==> src/rtl/dttod_pkg.sv <==
package dttod_pkg;

    localparam int FRACTION_BITS = 32;
    localparam int Q31_SHR       = (FRACTION_BITS >= 31) ? FRACTION_BITS - 31 : 0;
    localparam int Q31_SHL       = (FRACTION_BITS < 31) ? 31 - FRACTION_BITS : 0;

    localparam int KIND_W    = 3;
    localparam int CFG_IDX_W = 2;
    localparam int CFG_W     = 32;
    localparam int S_DATA_W  = 192;
    localparam int M_DATA_W  = 128;

    localparam logic [KIND_W-1:0] KIND_TICK        = 3'd0;
    localparam logic [KIND_W-1:0] KIND_READ        = 3'd1;
    localparam logic [KIND_W-1:0] KIND_SET         = 3'd2;
    localparam logic [KIND_W-1:0] KIND_STEP        = 3'd3;
    localparam logic [KIND_W-1:0] KIND_DRIFT_ADJ   = 3'd4;
    localparam logic [KIND_W-1:0] KIND_DRIFT_READ  = 3'd5;

    localparam logic [CFG_IDX_W-1:0] CFG_TICK_RES   = 2'd0;
    localparam logic [CFG_IDX_W-1:0] CFG_TPS_WHOLE  = 2'd1;
    localparam logic [CFG_IDX_W-1:0] CFG_TPS_FRAC   = 2'd2;
    localparam logic [CFG_IDX_W-1:0] CFG_DRIFT_LIM  = 2'd3;

    localparam logic [31:0] TICK_RES_RST  = 32'd4294967;
    localparam logic [31:0] TPS_WHOLE_RST = 32'd1000;
    localparam logic [30:0] TPS_FRAC_RST  = 31'd0;
    localparam logic [30:0] DRIFT_LIM_RST = 31'd1073742;

    typedef enum logic [2:0] {
        ST_IDLE,
        ST_EXEC,
        ST_DRIFT,
        ST_PS_WHOLE,
        ST_PS_FRAC
    } state_t;

endpackage

==> src/rtl/drift_trimmed_time_of_day_clock.sv <==
// Channel  Dir  tdata                                            tuser
// s_       in   set_time, step_delta, drift_request, error_est   kind
// m_       out  corrected_time, drift_per_second, jitter_average second_rolled
// cfg_     in   plain write port, index 0..3, no read-back
//
// An item passes accept, execute and two multiply steps; drift adjust adds
// a step after execute to turn the product into increment and correction.
// One shared 33x33 signed multiplier and one shared 64-bit adder do the multiplies and the 64-bit sums.
// Synchronous active-low reset clears time, offset, drift and jitter and loads
// the config and tick increment defaults.
// s_tready is high only while idle; a finished word waits in the output
// register, and the last step holds until that register is free.
module drift_trimmed_time_of_day_clock (
    input  logic                               aclk,
    input  logic                               aresetn,
    input  logic                               cfg_wr_en,
    input  logic [dttod_pkg::CFG_IDX_W-1:0]    cfg_index,
    input  logic [dttod_pkg::CFG_W-1:0]        cfg_wdata,
    input  logic                               s_tvalid,
    output logic                               s_tready,
    // [63:0] set_time, [127:64] step_delta, [159:128] drift_request,
    // [191:160] error_estimate
    input  logic [dttod_pkg::S_DATA_W-1:0]     s_tdata,
    // [2:0] kind
    input  logic [dttod_pkg::KIND_W-1:0]       s_tuser,
    output logic                               m_tvalid,
    input  logic                               m_tready,
    // [63:0] corrected_time, [95:64] drift_per_second, [127:96] jitter_average
    output logic [dttod_pkg::M_DATA_W-1:0]     m_tdata,
    // [0] second_rolled
    output logic                               m_tuser
);

    dttod_pkg::state_t state_reg, state_next;

    logic [31:0] tick_res_reg;
    logic [31:0] tps_whole_reg;
    logic [30:0] tps_frac_reg;
    logic [30:0] drift_lim_reg;

    logic [63:0] raw_time_reg, raw_time_next;
    logic [63:0] time_offset_reg, time_offset_next;
    logic [32:0] tick_inc_reg, tick_inc_next;
    logic [31:0] drift_corr_reg, drift_corr_next;
    logic [31:0] jitter_reg, jitter_next;

    logic [dttod_pkg::KIND_W-1:0] kind_reg;
    logic [63:0] set_time_reg;
    logic [63:0] step_delta_reg;
    logic [31:0] drift_req_reg;
    logic [31:0] err_est_reg;

    logic [63:0] prod_reg, prod_next;
    logic [31:0] ps_whole_reg, ps_whole_next;
    logic [63:0] corr_time_reg, corr_time_next;
    logic        rolled_reg, rolled_next;

    logic                             m_tvalid_reg, m_tvalid_next;
    logic [dttod_pkg::M_DATA_W-1:0]   m_tdata_reg, m_tdata_next;
    logic                             m_tuser_reg, m_tuser_next;

    logic               accept;
    logic signed [32:0] mul_a, mul_b;
    logic signed [65:0] mul_full;
    logic [63:0]        mul_p;
    logic [63:0]        add_a, add_b, add_sum;
    logic               add_cin;

    logic signed [32:0] req_ext, lim_pos, lim_neg;
    logic [31:0]        req_clamped;
    logic signed [32:0] jit_sum, jit_adj;
    logic [31:0]        clk_d;
    logic signed [63:0] clk_d_ext;
    logic [63:0]        q31_wide;
    logic [31:0]        ps_frac;
    logic               out_free;

    assign accept   = s_tvalid && s_tready;
    assign s_tready = (state_reg == dttod_pkg::ST_IDLE);
    assign out_free = !m_tvalid_reg || m_tready;

    assign m_tvalid = m_tvalid_reg;
    assign m_tdata  = m_tdata_reg;
    assign m_tuser  = m_tuser_reg;

    // clamp the request against the limit on the way in
    assign req_ext = {s_tdata[159], s_tdata[159:128]};
    assign lim_pos = $signed({2'b00, drift_lim_reg});
    assign lim_neg = -lim_pos;
    always_comb begin
        if (req_ext > lim_pos) begin
            req_clamped = lim_pos[31:0];
        end else if (req_ext < lim_neg) begin
            req_clamped = lim_neg[31:0];
        end else begin
            req_clamped = req_ext[31:0];
        end
    end

    assign mul_full = mul_a * mul_b;
    assign mul_p    = mul_full[63:0];
    assign add_sum  = add_a + add_b + {63'd0, add_cin};

    assign jit_sum = $signed({jitter_reg[31], jitter_reg})
                   + $signed({err_est_reg[31], err_est_reg});
    assign jit_adj = jit_sum + $signed({32'd0, jit_sum[32] & jit_sum[0]});

    assign clk_d     = prod_reg[62:31];
    assign clk_d_ext = $signed({{32{clk_d[31]}}, clk_d});
    assign q31_wide  = 64'(clk_d_ext >>> dttod_pkg::Q31_SHR) << dttod_pkg::Q31_SHL;
    assign ps_frac   = mul_p[62:31];

    always_comb begin
        state_next       = state_reg;
        raw_time_next    = raw_time_reg;
        time_offset_next = time_offset_reg;
        tick_inc_next    = tick_inc_reg;
        drift_corr_next  = drift_corr_reg;
        jitter_next      = jitter_reg;
        prod_next        = prod_reg;
        ps_whole_next    = ps_whole_reg;
        corr_time_next   = corr_time_reg;
        rolled_next      = rolled_reg;
        m_tvalid_next    = m_tvalid_reg && !m_tready;
        m_tdata_next     = m_tdata_reg;
        m_tuser_next     = m_tuser_reg;
        mul_a            = '0;
        mul_b            = '0;
        add_a            = raw_time_reg;
        add_b            = time_offset_reg;
        add_cin          = 1'b0;

        unique case (state_reg)
            dttod_pkg::ST_IDLE: begin
                if (accept) begin
                    state_next = dttod_pkg::ST_EXEC;
                end
            end
            dttod_pkg::ST_EXEC: begin
                rolled_next = 1'b0;
                state_next  = dttod_pkg::ST_PS_WHOLE;
                case (kind_reg)
                    dttod_pkg::KIND_TICK: begin
                        add_a         = raw_time_reg;
                        add_b         = {{31{tick_inc_reg[32]}}, tick_inc_reg};
                        raw_time_next = add_sum;
                        rolled_next   = add_sum[63:dttod_pkg::FRACTION_BITS]
                                     != raw_time_reg[63:dttod_pkg::FRACTION_BITS];
                    end
                    dttod_pkg::KIND_SET: begin
                        add_a            = set_time_reg;
                        add_b            = ~raw_time_reg;
                        add_cin          = 1'b1;
                        time_offset_next = add_sum;
                    end
                    dttod_pkg::KIND_STEP: begin
                        add_a            = time_offset_reg;
                        add_b            = step_delta_reg;
                        time_offset_next = add_sum;
                    end
                    dttod_pkg::KIND_DRIFT_ADJ: begin
                        mul_a       = $signed({drift_req_reg[31], drift_req_reg});
                        mul_b       = $signed({1'b0, tick_res_reg});
                        prod_next   = mul_p;
                        jitter_next = jit_adj[32:1];
                        state_next  = dttod_pkg::ST_DRIFT;
                    end
                    default: begin
                    end
                endcase
            end
            dttod_pkg::ST_DRIFT: begin
                drift_corr_next = q31_wide[31:0];
                tick_inc_next   = {1'b0, tick_res_reg} + {clk_d[31], clk_d};
                state_next      = dttod_pkg::ST_PS_WHOLE;
            end
            dttod_pkg::ST_PS_WHOLE: begin
                mul_a          = $signed({drift_corr_reg[31], drift_corr_reg});
                mul_b          = $signed({1'b0, tps_whole_reg});
                ps_whole_next  = mul_p[31:0];
                add_a          = raw_time_reg;
                add_b          = time_offset_reg;
                corr_time_next = add_sum;
                state_next     = dttod_pkg::ST_PS_FRAC;
            end
            dttod_pkg::ST_PS_FRAC: begin
                mul_a = $signed({drift_corr_reg[31], drift_corr_reg});
                mul_b = $signed({2'b00, tps_frac_reg});
                if (out_free) begin
                    m_tvalid_next = 1'b1;
                    m_tdata_next  = {jitter_reg, ps_whole_reg + ps_frac, corr_time_reg};
                    m_tuser_next  = rolled_reg;
                    state_next    = dttod_pkg::ST_IDLE;
                end
            end
            default: begin
                state_next = dttod_pkg::ST_IDLE;
            end
        endcase
    end

    always_ff @(posedge aclk) begin
        if (!aresetn) begin
            state_reg       <= dttod_pkg::ST_IDLE;
            m_tvalid_reg    <= 1'b0;
            raw_time_reg    <= '0;
            time_offset_reg <= '0;
            tick_inc_reg    <= {1'b0, dttod_pkg::TICK_RES_RST};
            drift_corr_reg  <= '0;
            jitter_reg      <= '0;
            tick_res_reg    <= dttod_pkg::TICK_RES_RST;
            tps_whole_reg   <= dttod_pkg::TPS_WHOLE_RST;
            tps_frac_reg    <= dttod_pkg::TPS_FRAC_RST;
            drift_lim_reg   <= dttod_pkg::DRIFT_LIM_RST;
        end else begin
            state_reg       <= state_next;
            m_tvalid_reg    <= m_tvalid_next;
            raw_time_reg    <= raw_time_next;
            time_offset_reg <= time_offset_next;
            tick_inc_reg    <= tick_inc_next;
            drift_corr_reg  <= drift_corr_next;
            jitter_reg      <= jitter_next;
            if (cfg_wr_en) begin
                unique case (cfg_index)
                    dttod_pkg::CFG_TICK_RES:  tick_res_reg  <= cfg_wdata;
                    dttod_pkg::CFG_TPS_WHOLE: tps_whole_reg <= cfg_wdata;
                    dttod_pkg::CFG_TPS_FRAC:  tps_frac_reg  <= cfg_wdata[30:0];
                    dttod_pkg::CFG_DRIFT_LIM: drift_lim_reg <= cfg_wdata[30:0];
                    default: begin
                    end
                endcase
            end
        end
    end

    always_ff @(posedge aclk) begin
        prod_reg      <= prod_next;
        ps_whole_reg  <= ps_whole_next;
        corr_time_reg <= corr_time_next;
        rolled_reg    <= rolled_next;
        m_tdata_reg   <= m_tdata_next;
        m_tuser_reg   <= m_tuser_next;
        if (accept) begin
            kind_reg       <= s_tuser;
            set_time_reg   <= s_tdata[63:0];
            step_delta_reg <= s_tdata[127:64];
            drift_req_reg  <= req_clamped;
            err_est_reg    <= s_tdata[191:160];
        end
    end

`ifndef SYNTHESIS
    a_busy_after_accept: assert property (@(posedge aclk) disable iff (!aresetn)
        accept |=> !s_tready)
        else $error("accepted a word while busy");

    a_clamp_in_range: assert property (@(posedge aclk) disable iff (!aresetn)
        (state_reg == dttod_pkg::ST_EXEC && kind_reg == dttod_pkg::KIND_DRIFT_ADJ)
        |-> ($signed({drift_req_reg[31], drift_req_reg}) <= lim_pos
             && $signed({drift_req_reg[31], drift_req_reg}) >= lim_neg))
        else $error("drift request outside limit");

    a_inc_only_on_drift: assert property (@(posedge aclk) disable iff (!aresetn)
        (state_reg != dttod_pkg::ST_DRIFT) |=> $stable(tick_inc_reg))
        else $error("tick increment changed outside drift update");
`endif

endmodule
==> config.mk <==
export PLATFORM = sky130hd
export DESIGN_NAME = drift_trimmed_time_of_day_clock
export DESIGN_NICKNAME = d
export VERILOG_FILES = /design/src/rtl/dttod_pkg.sv /design/src/rtl/drift_trimmed_time_of_day_clock.sv
export SDC_FILE = /design/constraint.sdc
export NUM_CORES = 2
export LEC_CHECK = 0
export ABC_AREA = 1
export BUFFER_PORTS_ARGS = -buffer_cell sky130_fd_sc_hd__buf_2
export CORE_ASPECT_RATIO = 1.5
export CORE_MARGIN = 5
export CORE_UTILIZATION = 35
export DETAILED_ROUTE_END_ITERATION = 10
export HOLD_SLACK_MARGIN = 0.03
export PLACE_DENSITY = 0.54
export SLEW_MARGIN = 40
export SYNTH_ARGS = -nofsm -noshare
export SYNTH_HDL_FRONTEND = slang
export SYNTH_SLANG_ARGS = --single-unit
==> constraint.sdc <==
create_clock -name aclk -period 19.05 [get_ports aclk]
set_input_delay 0.9525 -clock aclk [delete_from_list [all_inputs] [get_ports aclk]]
set_output_delay 0.9525 -clock aclk [all_outputs]
set_load 0.02 [all_outputs]
==> results.sh <==
export IMPL_overflow=0
export IMPL_wirelength_mm=341
export IMPL_timing_hold_ws_ns=0.382
export IMPL_async_flop_share_pct=0
export IMPL_layout_nets=12800
export IMPL_relSlewSlack_pct=41.6
export IMPL_synth_seq_area_share_pct=24.7
export IMPL_met3_usage_pct=4.24
export IMPL_wl_per_cell_um=23.9
export IMPL_largest_register_ffs=128
export IMPL_crit_slowest_cell="fa_1"
export IMPL_grtUsageMet1_pct=27.4
export IMPL_hold_buffers=0
export IMPL_dp_hpwl_mm=278
export IMPL_syn_num_nets=12600
export IMPL_cts_clk_slew_worst_paths_ns=0.06
export IMPL_gp_congestion=1.02
export IMPL_firstDrtPassIters=6
export IMPL_worstPathArrival_ns=14.09
export IMPL_htreeDepth=3
export IMPL_skew_ns=0.102
export IMPL_ant_nets=0
export IMPL_io_buffer_count=364
export IMPL_yosys_register_bits=807
export IMPL_synth_main_ff_cell="edfxtp_1"
export IMPL_post_cts_setup_buffers=0
export IMPL_dieArea_mm2=0.250
export IMPL_worst_pin_slew_ns=0.867
export IMPL_vias_per_cell=5.04
export IMPL_grt_usage_pct=27.0
export IMPL_period_share_pct=71.5
export IMPL_clk_path_buf_depth=3
export IMPL_period_needed_ns=13.62
export IMPL_hold_violations=0
export IMPL_setup_tns_ns=0
export IMPL_die_x_um=410
export IMPL_setup_viol=0
export IMPL_cp_required_ns=19.52
export IMPL_mostFrequentLayoutCell="inv_1"
export IMPL_syn_cell_area_mm2=0.0839
export IMPL_cellLeakagePower_nw=50.2
export IMPL_hold_class="in -> reg"
export IMPL_path_max_fanout=65
export IMPL_drc=0
export IMPL_slew_violations=0
export IMPL_cp_start_kind="register"
export IMPL_die_h_um=610
export IMPL_status="finished, final reports clean"
export IMPL_grt_pass1_vias=75300
export IMPL_place_inst=14100
export IMPL_antenna_found_initial=51
export IMPL_ir_drop_mv=0.0715
export IMPL_grt_pass1_wl_mm=497
export IMPL_synth_avg_cell_area_um2=7.71
export IMPL_cts_sinks=807
export IMPL_syn_inst=10900
export IMPL_core_rowCount=220
export IMPL_grt_max_degree=96
export IMPL_drive_gt1_share_pct=6.63
export IMPL_instances_no_fill=14300
export IMPL_cts_resized=0
export IMPL_synth_warning_count=0
export IMPL_end_kind="register"
export IMPL_start_util_pct=35.1
export IMPL_rsz0062_at_grt="false"
export IMPL_cpPeakStageDelay_ns=0.98
export IMPL_area_growth_pct=10.0
export IMPL_p_per_area_mw_per_mm2=53.1
export IMPL_critical_path_class="reg -> reg"
export IMPL_ios=365
export IMPL_final_cell_mix="2720 x inv_1, 2634 x nand2_1, 1067 x fa_1"
export IMPL_cts_tree="built"
export IMPL_core_mm2=0.239
export IMPL_cts_root_buffer_cell="clkbuf_16"
export IMPL_cap_viol_max_count=0
export IMPL_use_met2_pct=49.9
export IMPL_cts_made_buffers=87
export IMPL_num_vias=71800
export IMPL_drt_iter0_drc=5304
export IMPL_synth_distinct_cells=60
export IMPL_insertion_delay_ns=0.74
export IMPL_synth_edff_count=453
export IMPL_max_freq_ghz=0.0734
export IMPL_grt_busiest_layer="met2"
-- synthesized netlist by cell type, types with 6 or more instances --
library cell     n  area [µm²]
nor3_2           7        70.1
inv_2           11        41.3
a21boi_0         6        45.0
nor3_1          42         210
o221ai_1        20         175
nor2_4           6        67.6
nand3b_1        13        97.6
dfxtp_1        354        7090
and2_1           6        37.5
o21a_1          22         165
o21bai_1        20         150
o22ai_1          8        50.1
nor2_2          22         138
buf_1           38         143
a21oi_1        503        2520
nor2_1         678        2540
a22oi_1         40         300
fa_1          1068       21400
nand2_2         17         106
nand4_1         62         388
clkinv_1         6        22.5
a31oi_1         47         294
edfxtp_1       453       13600
clkbuf_1       337        1260
xnor2_1         43         377
nand2_1       2654        9960
o21ai_0        621        3110
nand3_1        313        1570
ha_1           407        5090
a21o_1          15         113
xor2_1         143        1250
o211ai_1        64         480
inv_1         2725       10200
buf_2           15        75.1
o21ai_1         18        90.1
nor4_1          19         119
-- area by class of cell --
| type | instances | area, µm² |
|---|---|---|
| Tap cell | 3108 | 3890 |
| Fill cell | 25000 | 147000 |
| Inverter | 2742 | 10300 |
| Antenna cell | 31 | 77.6 |
| Sequential cell | 807 | 20700 |
| Clock buffer | 111 | 2400 |
| Multi-Input combinational cell | 6937 | 51500 |
| Clock inverter | 52 | 656 |
| Timing Repair Buffer | 475 | 2700 |
-- per-layer routing --
metal  vias up  share of wire (%)
li1      33200                  -
met1     35200                 33
met2      2538                 52
met3       907                5.7
met4        16                9.0
met5         -              0.033
-- kinds of logic after synthesis --
kind of cell               synth area share, %
DFF                                       24.7
and+or+nand+nor                           18.4
muxes                                   0.0134
adders and majority gates                 31.6
buffers and inverters                     14.0
AOI/OAI and AO/OA                         9.24
xor gates and xnor gates                  2.04
-- worst max-delay path: cells and delay by family (launching register included) --
| family | cells | cell delay [ns] |
|---|---|---|
| flip-flops | 1 | 0.40 |
| buffers and inverters | 11 | 3.35 |
| adder cells (fa/ha/maj) | 10 | 5.64 |
| AO/OA/AOI/OAI | 8 | 1.59 |
| XOR/XNOR | 2 | 0.68 |
| AND/OR/NAND/NOR | 8 | 1.52 |
-- final timing paths --
| check | startpoint | endpoint | slack [ns] | cells past startpoint |
|---|---|---|---|---|
| max | state_reg[0] | m_tdata[92] | 5.43 | 39 |
| min | s_tdata[24] | set_time_reg[24] | 0.38 | 1 |
| max reg2reg | state_reg[0] | m_tdata[92] | 5.43 | 39 |
| min reg2reg | corr_time_reg[35] | m_tdata[35] | 0.40 | 0 |
-- report_power, final --
part	switching, mW	internal (mW)	leakage [nW]	total [mW]
sequential	0.0717	1.97	7.06	2.04
combinational	0.731	0.280	41.6	1.01
clock	0.812	1.03	1.49	1.84
total	1.61	3.28	50.2	4.89
-- stage by stage --
step	setup slack (ns)	util (%)	power, mW	instance area [µm²]
after floorplan	6.60	-	2.67	83900
after global placement	5.03	37.3	3.07	89000
after detailed placement	5.46	37.3	3.08	89100
after CTS	5.42	38.6	4.94	92200
after global routing	4.78	38.6	5.11	92200
final	5.43	38.6	4.89	92300
Power figures use the tool's default switching activity.
